--- config.mk ---
export PLATFORM = sky130hd
export DESIGN_NAME = qte_sqrt
export DESIGN_NICKNAME = d
export VERILOG_FILES = /design/src/sv/qte_pkg.sv /design/src/sv/qte_sqrt.sv
export SDC_FILE = /design/constraint.sdc
export NUM_CORES = 2
export LEC_CHECK = 0
export BUFFER_PORTS_ARGS = -buffer_cell sky130_fd_sc_hd__buf_2
export CAP_MARGIN = 20
export CORE_UTILIZATION = 48
export DETAILED_ROUTE_END_ITERATION = 10
export GPL_TIMING_DRIVEN = 0
export PLACE_DENSITY = 0.72
export SLEW_MARGIN = 20
export SYNTH_ARGS = -nofsm -noshare
export SYNTH_HDL_FRONTEND = slang
export SYNTH_SLANG_ARGS = --single-unit
--- constraint.sdc ---
create_clock -name clk -period 3.2 [get_ports clk]
set_input_delay 0.16 -clock clk [delete_from_list [all_inputs] [get_ports clk]]
set_output_delay 0.16 -clock clk [all_outputs]
set_load 0.1 [all_outputs]
--- src/sv/qte_pkg.sv ---
// Shared types and constants for the quaternion to Euler angle block.
// No dependencies; imported by every module of the block except qte_checker.
package qte_pkg;

  localparam int QW      = 16;  // input component width
  localparam int MW      = 32;  // product width
  localparam int AW      = 36;  // CORDIC x/y datapath width
  localparam int SW      = 30;  // clamped asin argument width
  localparam int REMW    = 57;  // radicand width
  localparam int ROOTW   = 29;  // square root width
  localparam int ZW      = 25;  // angle accumulator width, Q.20
  localparam int TBL_LEN = 24;
  localparam int FIFO_DEPTH = 4;

  localparam logic signed [AW-1:0] ONE_Q28   = 36'sd268435456;
  localparam logic signed [AW-1:0] M_ONE_Q28 = -36'sd268435456;
  localparam logic [REMW-1:0]      REM_TOP   = {1'b1, 56'b0};
  localparam logic signed [ZW-1:0] ANG_PI    = 25'sd3294199;
  localparam logic signed [15:0]   ROLL_LIM  = 16'sd25736;
  localparam logic signed [15:0]   PITCH_LIM = 16'sd12868;

  typedef struct packed {
    logic signed [MW-1:0] wx;
    logic signed [MW-1:0] yz;
    logic signed [MW-1:0] wz;
    logic signed [MW-1:0] xy;
    logic signed [MW-1:0] xx;
    logic signed [MW-1:0] yy;
    logic signed [MW-1:0] zz;
    logic signed [MW-1:0] wy;
    logic signed [MW-1:0] zx;
  } prod_t;

  typedef struct packed {
    logic signed [AW-1:0] rn;
    logic signed [AW-1:0] rd;
    logic signed [AW-1:0] yn;
    logic signed [AW-1:0] yd;
    logic signed [SW-1:0] s;
    logic                 clamp;
  } bk_pay_t;

  // round(atan(2^-i) * 2^20)
  function automatic logic signed [ZW-1:0] atan_lut(input int i);
    logic signed [ZW-1:0] v;
    case (i)
      0:  v = 25'sd823550;
      1:  v = 25'sd486170;
      2:  v = 25'sd256879;
      3:  v = 25'sd130396;
      4:  v = 25'sd65451;
      5:  v = 25'sd32757;
      6:  v = 25'sd16383;
      7:  v = 25'sd8192;
      8:  v = 25'sd4096;
      9:  v = 25'sd2048;
      10: v = 25'sd1024;
      11: v = 25'sd512;
      12: v = 25'sd256;
      13: v = 25'sd128;
      14: v = 25'sd64;
      15: v = 25'sd32;
      16: v = 25'sd16;
      17: v = 25'sd8;
      18: v = 25'sd4;
      19: v = 25'sd2;
      20: v = 25'sd1;
      default: v = '0;
    endcase
    return v;
  endfunction

endpackage

--- src/sv/qte_sqrt.sv ---
// Pipelined floor integer square root, one root bit per stage.
// Depends on qte_pkg; carries a side payload along with each word.
module qte_sqrt
  import qte_pkg::*;
#(
  parameter int PW = 8
)
(
  input  logic             clk,
  input  logic             rst_n,
  input  logic             en,
  input  logic             in_valid,
  input  logic [REMW-1:0]  in_rem,
  input  logic [PW-1:0]    in_pay,
  output logic             out_valid,
  output logic [ROOTW-1:0] out_root,
  output logic [PW-1:0]    out_pay
);

  localparam int TW = REMW + 2;

  logic             v_r    [ROOTW];
  logic [REMW-1:0]  rem_r  [ROOTW];
  logic [ROOTW-1:0] root_r [ROOTW];
  logic [PW-1:0]    pay_r  [ROOTW];

  genvar j;
  generate
    for (j = 0; j < ROOTW; j++) begin : g_stage
      localparam int K = ROOTW - 1 - j;
      logic             pv;
      logic [REMW-1:0]  prem;
      logic [ROOTW-1:0] proot;
      logic [PW-1:0]    ppay;
      logic [TW-1:0]    trial;
      logic             take;

      if (j == 0) begin : g_in
        assign pv    = in_valid;
        assign prem  = in_rem;
        assign proot = '0;
        assign ppay  = in_pay;
      end else begin : g_prev
        assign pv    = v_r[j-1];
        assign prem  = rem_r[j-1];
        assign proot = root_r[j-1];
        assign ppay  = pay_r[j-1];
      end

      assign trial = (TW'(proot) << (K + 1)) | (TW'(1) << (2 * K));
      assign take  = (TW'(prem) >= trial);

      always_ff @(posedge clk) begin
        if (!rst_n) begin
          v_r[j] <= 1'b0;
        end else if (en) begin
          v_r[j] <= pv;
        end
        if (en) begin
          rem_r[j]  <= take ? REMW'(TW'(prem) - trial) : prem;
          root_r[j] <= take ? (proot | (ROOTW'(1) << K)) : proot;
          pay_r[j]  <= ppay;
        end
      end
    end
  endgenerate

  assign out_valid = v_r[ROOTW-1];
  assign out_root  = root_r[ROOTW-1];
  assign out_pay   = pay_r[ROOTW-1];

endmodule

==> impl_metrics.json <==
{
  "status": "finished with violations",
  "failed_checks": "setup timing",
  "drt-total-wl_um": 263000,
  "crit_arrival_ns": 4.14,
  "synth_area_leaders": "edfxtp_1 (65%), ha_1 (5.5%), xnor2_1 (2.9%)",
  "final_util_pct": 59.0,
  "cp.required_ns": 3.74,
  "worst_skew_pair.late_latency_ns": 0.88,
  "portBuffers": 104,
  "max_cap_viol_count": 0,
  "fp.dieW_um": 470,
  "async_reset_ff_share_pct": 0,
  "antenna_found_initial": 7,
  "powerDensity_nw_per_um2": 698,
  "io_pins": 107,
  "synth_ff_type": "edfxtp_1",
  "rr_worst_depth": 13,
  "finalSetupViolCount": 133,
  "std_cell_rows": 171,
  "worst-setup-path-type": "flip-flop to flip-flop",
  "initial_core_util_pct": 48.4,
  "drt_iter0_drc": 6154,
  "overflow": 0,
  "grt_setup_unrepaired": "yes",
  "wire_per_inst_um": 22.1,
  "reg2reg_slack_ns": -0.40,
  "cts.sinks": 2292,
  "crit_fanout": 2,
  "rr_endpoint": "rem_r[5][47]",
  "syn_avg_cell_area_um2": 13.1,
  "yosysSeqAreaShare_pct": 65.4,
  "synth_commonest_cells": "edfxtp_1 (2291), inv_1 (599), nor2_1 (507)",
  "grt_pass1_vias": 66100,
  "cts_tree": "yes",
  "syn_inst": 8014,
  "die-area_um2": 221000,
  "yosys_warnings": 0,
  "clockRootBuffer": "clkbuf_16",
  "fin_crit_ns": 3.60,
  "place.gp.congestion": 0.926,
  "slew_viol_final": 0,
  "cp-start-kind": "flip-flop",
  "clk_pin_slew_ns": 0.06,
  "p_leak_nw": 47.9,
  "min_to": "v_r[16]",
  "vias": 68000,
  "layout_setup_ws_ns": -0.404,
  "synth_seq_cells": 2292,
  "ir_worst_vdd_mv": 0.513,
  "synth_top_cell_area_share_pct": 65.3,
  "synth_cell_types": 96,
  "die_h_um": 470,
  "grt_pass1_wl_um": 391000,
  "hold_start": "rst_n",
  "hpwl_um": 185000,
  "synthToLayoutAreaGrowth_pct": 21.9,
  "grt_max_degree": 160,
  "drt-pass1-iter-count": 6,
  "fmax_ghz": 0.277,
  "post-route-period-util_pct": 113,
  "place_ws_ns": -1.56,
  "skew_ns": 0.0912,
  "hold_violations": 0,
  "nets": 9351,
  "endpoint_kind": "flip-flop",
  "rr_startpoint": "rem_r[4][198]",
  "relSlewSlack_pct": 36.8,
  "viasPerCell": 5.72,
  "track_usage_pct": 22.8,
  "hold_path.class": "primary input to flip-flop",
  "cts.path.max_buffers": 3,
  "numCtsBuffers": 233,
  "synth_enable_flop_cells": 2291,
  "drc_errors": 0,
  "yosysTopAreaCell": "edfxtp_1",
  "hold_path_depth": 3,
  "htree_num_levels": 4,
  "ant_nets": 0,
  "core-area_um2": 218000,
  "synth_fp_nets": 8543,
  "synth.most_common_cell": "edfxtp_1",
  "drive_gt1_share_pct": 19.5,
  "syn_area_um2": 105000,
  "tightest_slew_ns": 0.940
}
-- layout by cell type, fill, tap and decap left out, drive strengths merged, types with 38 or more instances in the layout --
cell            n
a21o          200
a21oi         486
a31oi          38
and3           63
buf           518
clkbuf        341
clkinv        119
dlygate4sd3   134
edfxtp       2291
ha            460
inv           605
mux2           64
nand2         447
nand2b         79
nand3         148
nand4         116
nor2          508
nor2b          52
nor3          223
nor4          266
nor4b          50
o21a           80
o21ai         350
o21bai         45
or3            93
or4            56
xnor2         346
xor2          333
-- area by class of cell --
class | count | area (um^2)
fill | 16700 | 89200
sequential | 2292 | 68800
multi-input combinational | 4967 | 39200
timing repair buffer | 626 | 5550
antenna | 3 | 7.51
tap | 2854 | 3570
buffer | 100 | 915
clock inverter | 170 | 2010
inverter | 602 | 2280
clock buffer | 267 | 5960
-- cells by family (layout without fill, tap and decap cells) --
logic type	Yosys count	in the layout	share of synthesized area, %
adders and majority gates	460	460	5.47
muxes	75	75	0.789
AOI/OAI and AO/OA	1498	1501	8.92
xor gates and xnor gates	679	679	5.65
other	1	4	0.00356
and+or+nand+nor	2249	2251	11.1
DFF	2292	2292	65.4
buffers and inverters	760	1765	2.74
-- report_power, final --
group | leakage [nW] | total, W | internal [W] | switching, W
clock network | 3.84 | 0.0279 | 0.0160 | 0.0118
registers | 22.1 | 0.0410 | 0.0378 | 0.00321
logic | 22.0 | 0.0207 | 0.00902 | 0.0117
total | 47.9 | 0.0896 | 0.0629 | 0.0267
-- sequential cells by signal, indices dropped and copies added, names as in the netlist --
signal  cells
root_r    435
pay_r     232
rem_r    1596
v_r        29
-- how the worst max path moves through the flow --
stage / startpoint / to
6_report: rem_r[4][198] / rem_r[5][47]
5_1_grt: rem_r[4][193] / rem_r[5][40]
4_1_cts: rem_r[4][197] / rem_r[5][44]
3_5_place_dp: rem_r[5][126] / rem_r[5][201]
3_3_place_gp: en / rem_r[6][213]
2_1_floorplan: rem_r[5][213] / rem_r[6][37]
-- critical path: stages (launching register included) --
cell and delay [ns]:
edfxtp_1 0.46, ha_4 0.31, and2_4 0.18, nand4_1 0.32, or4_4 0.56, o41ai_4 0.28
a211oi_4 0.08, buf_6 0.13, buf_4 0.12, buf_6 0.11, a31oi_4 0.18, nand2_2 0.13
o41ai_4 0.31, nand2_1 0.12
-- metal layers --
metal	up-vias	global-route usage [%]	routed length [um]
met2	2050	37.7	127000
met5	-	0	18
met1	33700	31.7	113000
li1	31800	-	-
met4	2	6.11	6520
met3	415	3.10	15600
-- repair_timing --
| action | 4_1_cts | 5_1_grt |
|---|---|---|
| hold buffers | 135 | 0 |
| pin swaps | 167 | 232 |
| hold endpoints to repair | 196 | 0 |
| resized for setup | 772 | 540 |
| setup endpoints to repair | 717 | 598 |
| cloned | 10 | 5 |
| setup buffers | 171 | 196 |
-- per-stage QoR --
step	power, W	cell area, um^2	hold slack, ns	instances	TNS (ns)
after global placement	0.0577	110000	0.331	11000	-
after global routing	0.0933	128000	0.334	11900	-38.08
after floorplan	0.0519	106000	0.259	8014	-1.08
final	0.0896	128000	0.318	11900	-25.93
after detailed placement	0.0576	110000	0.338	11000	-599.58
after CTS	0.0878	124000	0.229	11700	-15.96
Note: power is estimated with default switching activity, not from simulation.
