## src/sv/qte_pkg.sv

```systemverilog
// Shared types and constants for the quaternion to Euler angle block.
// No dependencies; imported by every module of the block except qte_checker.
package qte_pkg;

  localparam int QW      = 16;  // input component width
  localparam int MW      = 32;  // product width
  localparam int AW      = 36;  // CORDIC x/y datapath width
  localparam int SW      = 30;  // clamped asin argument width
  localparam int REMW    = 57;  // radicand width
  localparam int ROOTW   = 29;  // square root width
  localparam int ZW      = 25;  // angle accumulator width, Q.20
  localparam int TBL_LEN = 24;
  localparam int FIFO_DEPTH = 4;

  localparam logic signed [AW-1:0] ONE_Q28   = 36'sd268435456;
  localparam logic signed [AW-1:0] M_ONE_Q28 = -36'sd268435456;
  localparam logic [REMW-1:0]      REM_TOP   = {1'b1, 56'b0};
  localparam logic signed [ZW-1:0] ANG_PI    = 25'sd3294199;
  localparam logic signed [15:0]   ROLL_LIM  = 16'sd25736;
  localparam logic signed [15:0]   PITCH_LIM = 16'sd12868;

  typedef struct packed {
    logic signed [MW-1:0] wx;
    logic signed [MW-1:0] yz;
    logic signed [MW-1:0] wz;
    logic signed [MW-1:0] xy;
    logic signed [MW-1:0] xx;
    logic signed [MW-1:0] yy;
    logic signed [MW-1:0] zz;
    logic signed [MW-1:0] wy;
    logic signed [MW-1:0] zx;
  } prod_t;

  typedef struct packed {
    logic signed [AW-1:0] rn;
    logic signed [AW-1:0] rd;
    logic signed [AW-1:0] yn;
    logic signed [AW-1:0] yd;
    logic signed [SW-1:0] s;
    logic                 clamp;
  } bk_pay_t;

  // round(atan(2^-i) * 2^20)
  function automatic logic signed [ZW-1:0] atan_lut(input int i);
    logic signed [ZW-1:0] v;
    case (i)
      0:  v = 25'sd823550;
      1:  v = 25'sd486170;
      2:  v = 25'sd256879;
      3:  v = 25'sd130396;
      4:  v = 25'sd65451;
      5:  v = 25'sd32757;
      6:  v = 25'sd16383;
      7:  v = 25'sd8192;
      8:  v = 25'sd4096;
      9:  v = 25'sd2048;
      10: v = 25'sd1024;
      11: v = 25'sd512;
      12: v = 25'sd256;
      13: v = 25'sd128;
      14: v = 25'sd64;
      15: v = 25'sd32;
      16: v = 25'sd16;
      17: v = 25'sd8;
      18: v = 25'sd4;
      19: v = 25'sd2;
      20: v = 25'sd1;
      default: v = '0;
    endcase
    return v;
  endfunction

endpackage

```

## src/sv/qte_fifo.sv

```systemverilog
// Short queue between front end and back end.
// Depends on qte_pkg for its depth.
module qte_fifo
  import qte_pkg::*;
#(
  parameter int W = 8
)
(
  input  logic         clk,
  input  logic         rst_n,
  input  logic         push,
  input  logic [W-1:0] din,
  output logic         full,
  input  logic         pop,
  output logic [W-1:0] dout,
  output logic         empty
);

  localparam int PTRW = $clog2(FIFO_DEPTH);

  logic [W-1:0]    mem_r [FIFO_DEPTH];
  logic [PTRW-1:0] wr_ptr_r, rd_ptr_r;
  logic [PTRW:0]   cnt_r;

  assign full  = (cnt_r == (PTRW+1)'(FIFO_DEPTH));
  assign empty = (cnt_r == '0);
  assign dout  = mem_r[rd_ptr_r];

  always_ff @(posedge clk) begin
    if (!rst_n) begin
      wr_ptr_r <= '0;
      rd_ptr_r <= '0;
      cnt_r    <= '0;
    end else begin
      if (push) wr_ptr_r <= wr_ptr_r + 1'b1;
      if (pop)  rd_ptr_r <= rd_ptr_r + 1'b1;
      if (push && !pop) cnt_r <= cnt_r + 1'b1;
      else if (pop && !push) cnt_r <= cnt_r - 1'b1;
    end
    if (push) mem_r[wr_ptr_r] <= din;
  end

endmodule

```

## config.mk

```make
export PLATFORM = sky130hd
export DESIGN_NAME = qte_fifo
export DESIGN_NICKNAME = d
export VERILOG_FILES = /design/src/sv/qte_pkg.sv /design/src/sv/qte_fifo.sv
export SDC_FILE = /design/constraint.sdc
export NUM_CORES = 1
export LEC_CHECK = 0
export ABC_AREA = 0
export BUFFER_PORTS_ARGS = -buffer_cell sky130_fd_sc_hd__clkbuf_2
export CAP_MARGIN = 40
export CORE_UTILIZATION = 45
export DETAILED_ROUTE_END_ITERATION = 7
export GPL_TIMING_DRIVEN = 0
export PLACE_DENSITY = 0.75
export REMOVE_ABC_BUFFERS = 1
export SLEW_MARGIN = 20
export SYNTH_ARGS = -nofsm -noshare
export SYNTH_HDL_FRONTEND = slang
export SYNTH_SLANG_ARGS = --single-unit
```

## constraint.sdc

```tcl
create_clock -name clk -period 1.4 [get_ports clk]
set_input_delay 0.07 -clock clk [delete_from_list [all_inputs] [get_ports clk]]
set_output_delay 0.07 -clock clk [all_outputs]
set_load 0.01 [all_outputs]
```

==> results of run 1 <==
==> cell usage in the layout (no fill, tap or decap), types with 4 or more instances in the layout <==
cell type      netlist  routed
ha_1                 5       5
clkbuf_4             0       5
dfxtp_1              9       6
edfxtp_1            32      32
clkbuf_2             1      21
inv_1                4       4
mux4_2               8       8
and2_1               9       7
dlygate4sd3_1        0       8
==> final timing paths <==
| check | startpoint | end | slack, ns | depth (start not counted) |
|---|---|---|---|---|
| min | rst_n | cnt_r[0]$_SDFFE_PN0P_ | 0.03 | 2 |
| max | flip-flop | dout[6] | -0.14 | 2 |
| min reg2reg | cnt_r[2]$_SDFFE_PN0P_ | cnt_r[2]$_SDFFE_PN0P_ | 0.53 | 2 |
| max reg2reg | cnt_r[0]$_SDFFE_PN0P_ | cnt_r[2]$_SDFFE_PN0P_ | 0 | 4 |
==> metal layers <==
metal,routed length [um],track usage,vias to the layer above
li1,-,-,392
met1,1053,0.1872,393
met2,1283,0.2473,18
met3,80,0.05882,2
met4,10,0.05714,0
met5,0,0,-
==> flip-flops by register name, summed over array words and instances, names as in the netlist, named ones only <==
register	count
cnt_r	3
mem_r	32
rd_ptr_r	2
wr_ptr_r	2
==> cell type report <==
class,instances,share of cell area
Sequential cell,41,0.5927
Clock inverter,3,0.02381
Inverter,4,0.007722
Timing Repair Buffer,31,0.1030
Multi-Input combinational cell,38,0.2239
Clock buffer,5,0.01931
Tap cell,46,0.02960
==> repair_timing <==
item / CTS / global route
endpoints found under the setup margin: 9 / 25
hold buffers: 8 / 0
pin swaps: 4 / 3
resized for setup: 7 / 2
gates cloned: 0 / 0
hold endpoints to repair: 32 / 0
buffers inserted: 2 / 0
==> power groups by stage <==
stage,clock network (mW),logic [mW],registers [mW]
after floorplan,0,0.192,1.46
after global placement,0,0.280,1.47
after detailed placement,0,0.297,1.48
after CTS,0.777,0.339,1.45
after global routing,0.827,0.376,1.46
final,0.755,0.335,1.44
==> worst max-delay path, cell delays in order (launching register included) <==
cell and delay (ns):
dfxtp_4 0.46, mux4_2 0.53, clkbuf_2 0.14
==> cell families (layout without fill, tap and decap cells) <==
kind of cell | count (synthesis) | after routing | synth area share
flops | 41 | 41 | 0.7119
simple gates | 15 | 15 | 0.05698
mux | 10 | 10 | 0.1249
fa+ha+maj | 6 | 6 | 0.05152
buf+inv | 6 | 43 | 0.01951
xor+xnor | 5 | 5 | 0.02733
compound gates | 2 | 2 | 0.007805
==> results.md, run 1 <==
- Status: complete, but fails checks
- Failing checks: negative setup slack
- Via Count: around 810
- Yosys reg bits: 41
- Worst setup margin: -0.1371 ns
- H-tree depth: 2
- Pwr Total: 2.534 mW
- Crit path max fanout: 8
- Gr ovfl total: 0
- GPL Wtd Cong: 0.6579
- Initial antenna violation count: 0
- Nets: around 140
- Gate count of the mapped netlist: between 80 and 90
- N_diodes: 0
- Relative slew slack: 0.7133
- Post-synth top cells: edfxtp_1, and2_1, dfxtp_1
- Die area: 3804 um2
- Vias in the first global route: between 800 and 900
- Tcrit/Tclk final: 1.098
- Gr usage total: 0.1531
- DRC violations left: 0
- Mean Syn Cell Area: around 19 um2
- 1st-iter DRT viols: 55
- TritonCTS clock tree: done
- Clock transition at path regs: 0.12 ns
- Worst Setup Path Type: flip-flop to output pin
- Core ar.: between 3000 and 4000 um2
- DR vias/cell: roughly 4.8
- Prevailing post-synth register cell: edfxtp_1
- Startpoint types: flip-flop
- Cell with the most instances after synthesis: edfxtp_1
- P_leak: 0.7159 nW
- Pre-antenna DRT Iters: 3
- Area leader, netlist: edfxtp_1
- Multi-input gate area: 435.4 um2
- Placed cell count: 150
- Area post-placement: between 1500 and 2000 um2
- Synth top area share: 0.5995
- Cell area after synthesis: about 1600 um2
- Mean routed wirelength per cell: around 14 um
- Synth warn: 0
- Final core occ: 0.5781
- Die Ht: 61.68 um
- Fin Hold WS: 0.02581 ns
- Hold Violations, Final: 0
- CP Data Required Time: between 1 and 1.5 ns
- Final-layout fill cell count: roughly 280
- Die width: 61.68 um
- Min-Delay Path Class: input port to flip-flop
- Worst-Margin Slew: approximately 0.43 ns
- Fin. max-slew vios: 0
- Num CTS Buffers: 5
- Flop pwr share: 0.570
- Post-place setup slack: -0.2035 ns
- Non-filler instance count after layout: approximately 170
- Power density cells: between 1000 and 1500 nW/um2
- Worst-skew pair later-pin latency: approximately 0.34 ns
- IO buf count: 21
- Maximum clock path buffer count: 2
- Layout area overhead: 21.31%
- Share of cells above drive strength 1: 0.3689
- Synth cell types: 19
- Highest clock rate: 650.6 MHz
- Crit. End Element: output pin
- Net Switching: ~0.58 mW
- Global-route wire length before repair: 3898 um
- Comb pwr share: 0.132
- Antenna Violating Nets Remaining: 0
- DP HPWL: 1620 um
- Seq. cell area: roughly 1200 um2
- Largest net degree at the start of global routing: 15
- Synth async-reset ratio: 0
- Power share of the clock group: 0.298
- Clock root cell: clkbuf_4
- Rows: 21
- Crit path time final: between 1.5 and 2 ns
- Layout Skew: approximately 0.007 ns
- I/O Pins: 22
- Wirelength, routed: 2427 um
- RSZ-0062 raised after global routing: yes
- Switching share of power: 0.2286
- Final setup TNS: -0.9554 ns
- Setup Viol. Count Final: 9
- Max_cap viols: 0
- Design area: slightly below 2000 um2
- Starting Density: 0.4766
- Clock Sinks: 41
- Synth top area cells: edfxtp_1, dfxtp_1, mux4_2
- Max rail drop VDD: 0.0006900 V
- Arr. time, crit path: ~1.5 ns
- Post-synth EDFFs: 32
- Pint: 1.955 mW
- Seq/Total Area, Yosys: 0.7119
Power figures use the tool's default switching activity.
==> run 2: changes to the inputs <==
Settings changed: CORE_UTILIZATION 45 to 35, PLACE_DENSITY 0.75 to 0.63.
Clock period 1.4 ns to 1.3 ns, I/O delays scaled along.
==> results.md, run 2 (synthesis gave the netlist of run 1 again) <==
- CP Data Required Time: 1.24 ns (was 1.33 ns)
- Arr. time, crit path: 1.40 ns (was 1.47 ns)
- Pre-antenna DRT Iters: 4 (was 3)
- IO buf count: 21 (unchanged)
- Rows: 24 (was 21)
- Min-Delay Path Class: input port to flip-flop (unchanged)
- DP HPWL: 1712 um (was 1620 um)
- Die Ht: 69.67 um (was 61.68 um)
- Most frequent cells in the layout: edfxtp_1, clkbuf_2, mux4_2 (was edfxtp_1, clkbuf_2, mux4_2, dlygate4sd3_1, and2_1)
- Largest net degree at the start of global routing: 13 (was 15)
- TritonCTS clock tree: done (unchanged)
- Crit. End Element: output pin (unchanged)
- Max rail drop VDD: 0.0006938 V (was 0.0006900 V)
- Starting Density: 0.3656 (was 0.4766)
- DR vias/cell: 4.814 (was 4.792)
- 1st-iter DRT viols: 18 (was 55)
- Die width: 69.67 um (was 61.68 um)
- Clock Sinks: 41 (unchanged)
- Worst-Margin Slew: 0.2488 ns (was 0.4300 ns)
- Max FFs per register: 32 (unchanged)
- Top reg by flops: mem_r (unchanged)
- Relative slew slack: 0.8341 (was 0.7133)
- Setup Viol. Count Final: 9 (unchanged)
- Commonest non-fill, non-tap cell in the layout: edfxtp_1 (unchanged)
- Wirelength, routed: 2532 um (was 2427 um)
- Maximum clock path buffer count: 2 (unchanged)
- DRC violations left: 0 (unchanged)
- Reg2reg start: cnt_r[1]$_SDFFE_PN0P_ (was cnt_r[0]$_SDFFE_PN0P_)
- Pwr Total: 2.875 mW (was 2.534 mW)
- Num CTS Buffers: 5 (unchanged)
- Worst Setup Path Type: flip-flop to output pin (unchanged)
- GPL Wtd Cong: 0.6371 (was 0.6579)
- RSZ-0062 raised after global routing: yes (unchanged)
- Layout area overhead: 22.79% (was 21.31%)
- N_diodes: 0 (unchanged)
- Layout Skew: 0.004373 ns (was 0.006803 ns)
- Max_cap viols: 0 (unchanged)
- Final core occ: 0.4489 (was 0.5781)
- P_leak: 0.7273 nW (was 0.7159 nW)
- Global-route wire length before repair: 4264 um (was 3898 um)
- R2R setup slack: -0.12 ns (was 0 ns)
- Status: complete, but fails checks (unchanged)
- Vias in the first global route: 899 (was 842)
- Worst setup margin: -0.1644 ns (was -0.1371 ns)
- Failing checks: negative setup slack (unchanged)
- Power density cells: 1461 nW/um2 (was 1303 nW/um2)
- Nets: 138 (was 139)
- Crit path max fanout: 8 (unchanged)
- Startpoint types: flip-flop (unchanged)
- Gr ovfl total: 0 (unchanged)
- Fin. max-slew vios: 0 (unchanged)
- H-tree depth: 2 (unchanged)
- Tcrit/Tclk final: 1.126
- Core ar.: 4384 um2 (was 3363 um2)
- Share of cells above drive strength 1: 0.4000 (was 0.3689)
- Via Count: 828 (was 805)
- Regs by FF count: mem_r (32), cnt_r (3) (unchanged)
- Clock root cell: clkbuf_8 (was clkbuf_4)
- Antenna Violating Nets Remaining: 0 (unchanged)
- I/O Pins: 22 (unchanged)
- FF-to-FF path depth: 4 (unchanged)
- Die area: 4854 um2 (was 3804 um2)
- Worst-skew pair later-pin latency: 0.29 ns (was 0.34 ns)
- Initial antenna violation count: 0 (unchanged)
- Clock transition at path regs: 0.07 ns (was 0.12 ns)
- Mean routed wirelength per cell: 14.72 um (was 14.45 um)
- Hold Startpoint: din[4] (was rst_n)
- Crit path time final: ~1.5 ns
- Worst hold stages: 1 (was 2)
- Highest clock rate: between 600 and 700 MHz
- Hold Violations, Final: 0 (unchanged)
- Gr usage total: 0.1218 (was 0.1531)
[run 2: cell count changes in the layout (fill, tap and decap cells not counted), sizes merged]
cell | before | now
clkinvlp | 1 | 0
dlygate4sd3 | 8 | 7
[run 2: cell type report]
type	count	area [um2]
repair buffers	30	190.2
clock inverters	2	35.03
clock buffers	5	68.82
inverters	4	15.01
fillers	398	2416
well taps	52	65.06
flip-flops and latches	41	1151
multi-input cells	38	442.9
[run 2: worst paths after layout]
kind,to
hold / removal,mem_r[3][4]$_DFFE_PP_
hold reg to reg,cnt_r[2]$_SDFFE_PN0P_
setup / recovery,dout[2]
setup reg to reg,cnt_r[2]$_SDFFE_PN0P_
[run 2: where the power goes]
group	internal (mW)	switching, mW	leakage [nW]	total [mW]
Combinational	0.199	0.170	0.303	0.369
Sequential	1.50	0.0566	0.370	1.56
Clock	0.557	0.392	0.0540	0.949
[run 2: metal layers]
metal	global-route usage	part of all wire
met1	0.1279	0.42
met2	0.2093	0.50
met3	0.03634	0.050
met4	0.08222	0.023
met5	0	0
[run 2: through the flow]
step,setup slack [ns],hold WS (ns),cell area (um2),instances,TNS (ns)
after floorplan,-0.1121,0.1639,1587,83,-0.1121
after global placement,-0.2028,0.2815,1757,156,-1.823
after detailed placement,-0.3202,0.2880,1757,156,-3.613
after CTS,-0.1981,0.009489,1962,172,-1.648
after global routing,-0.2434,0.02210,1968,172,-1.986
final,-0.1644,0.02132,1968,172,-1.333
[run 2: repair_timing]
action | CTS | global route
setup endpoints to repair | 41 | 10
setup buffers | 2 | 0
hold buffers | 7 | 0
pin swaps | 4 | 2
hold endpoints to repair | 28 | 0
resized for setup | 10 | 2
[run 2: worst max-delay path: stages (launching register included)]
cell and delay, ns:
dfxtp_4 0.45, mux4_2 0.53, clkbuf_2 0.14
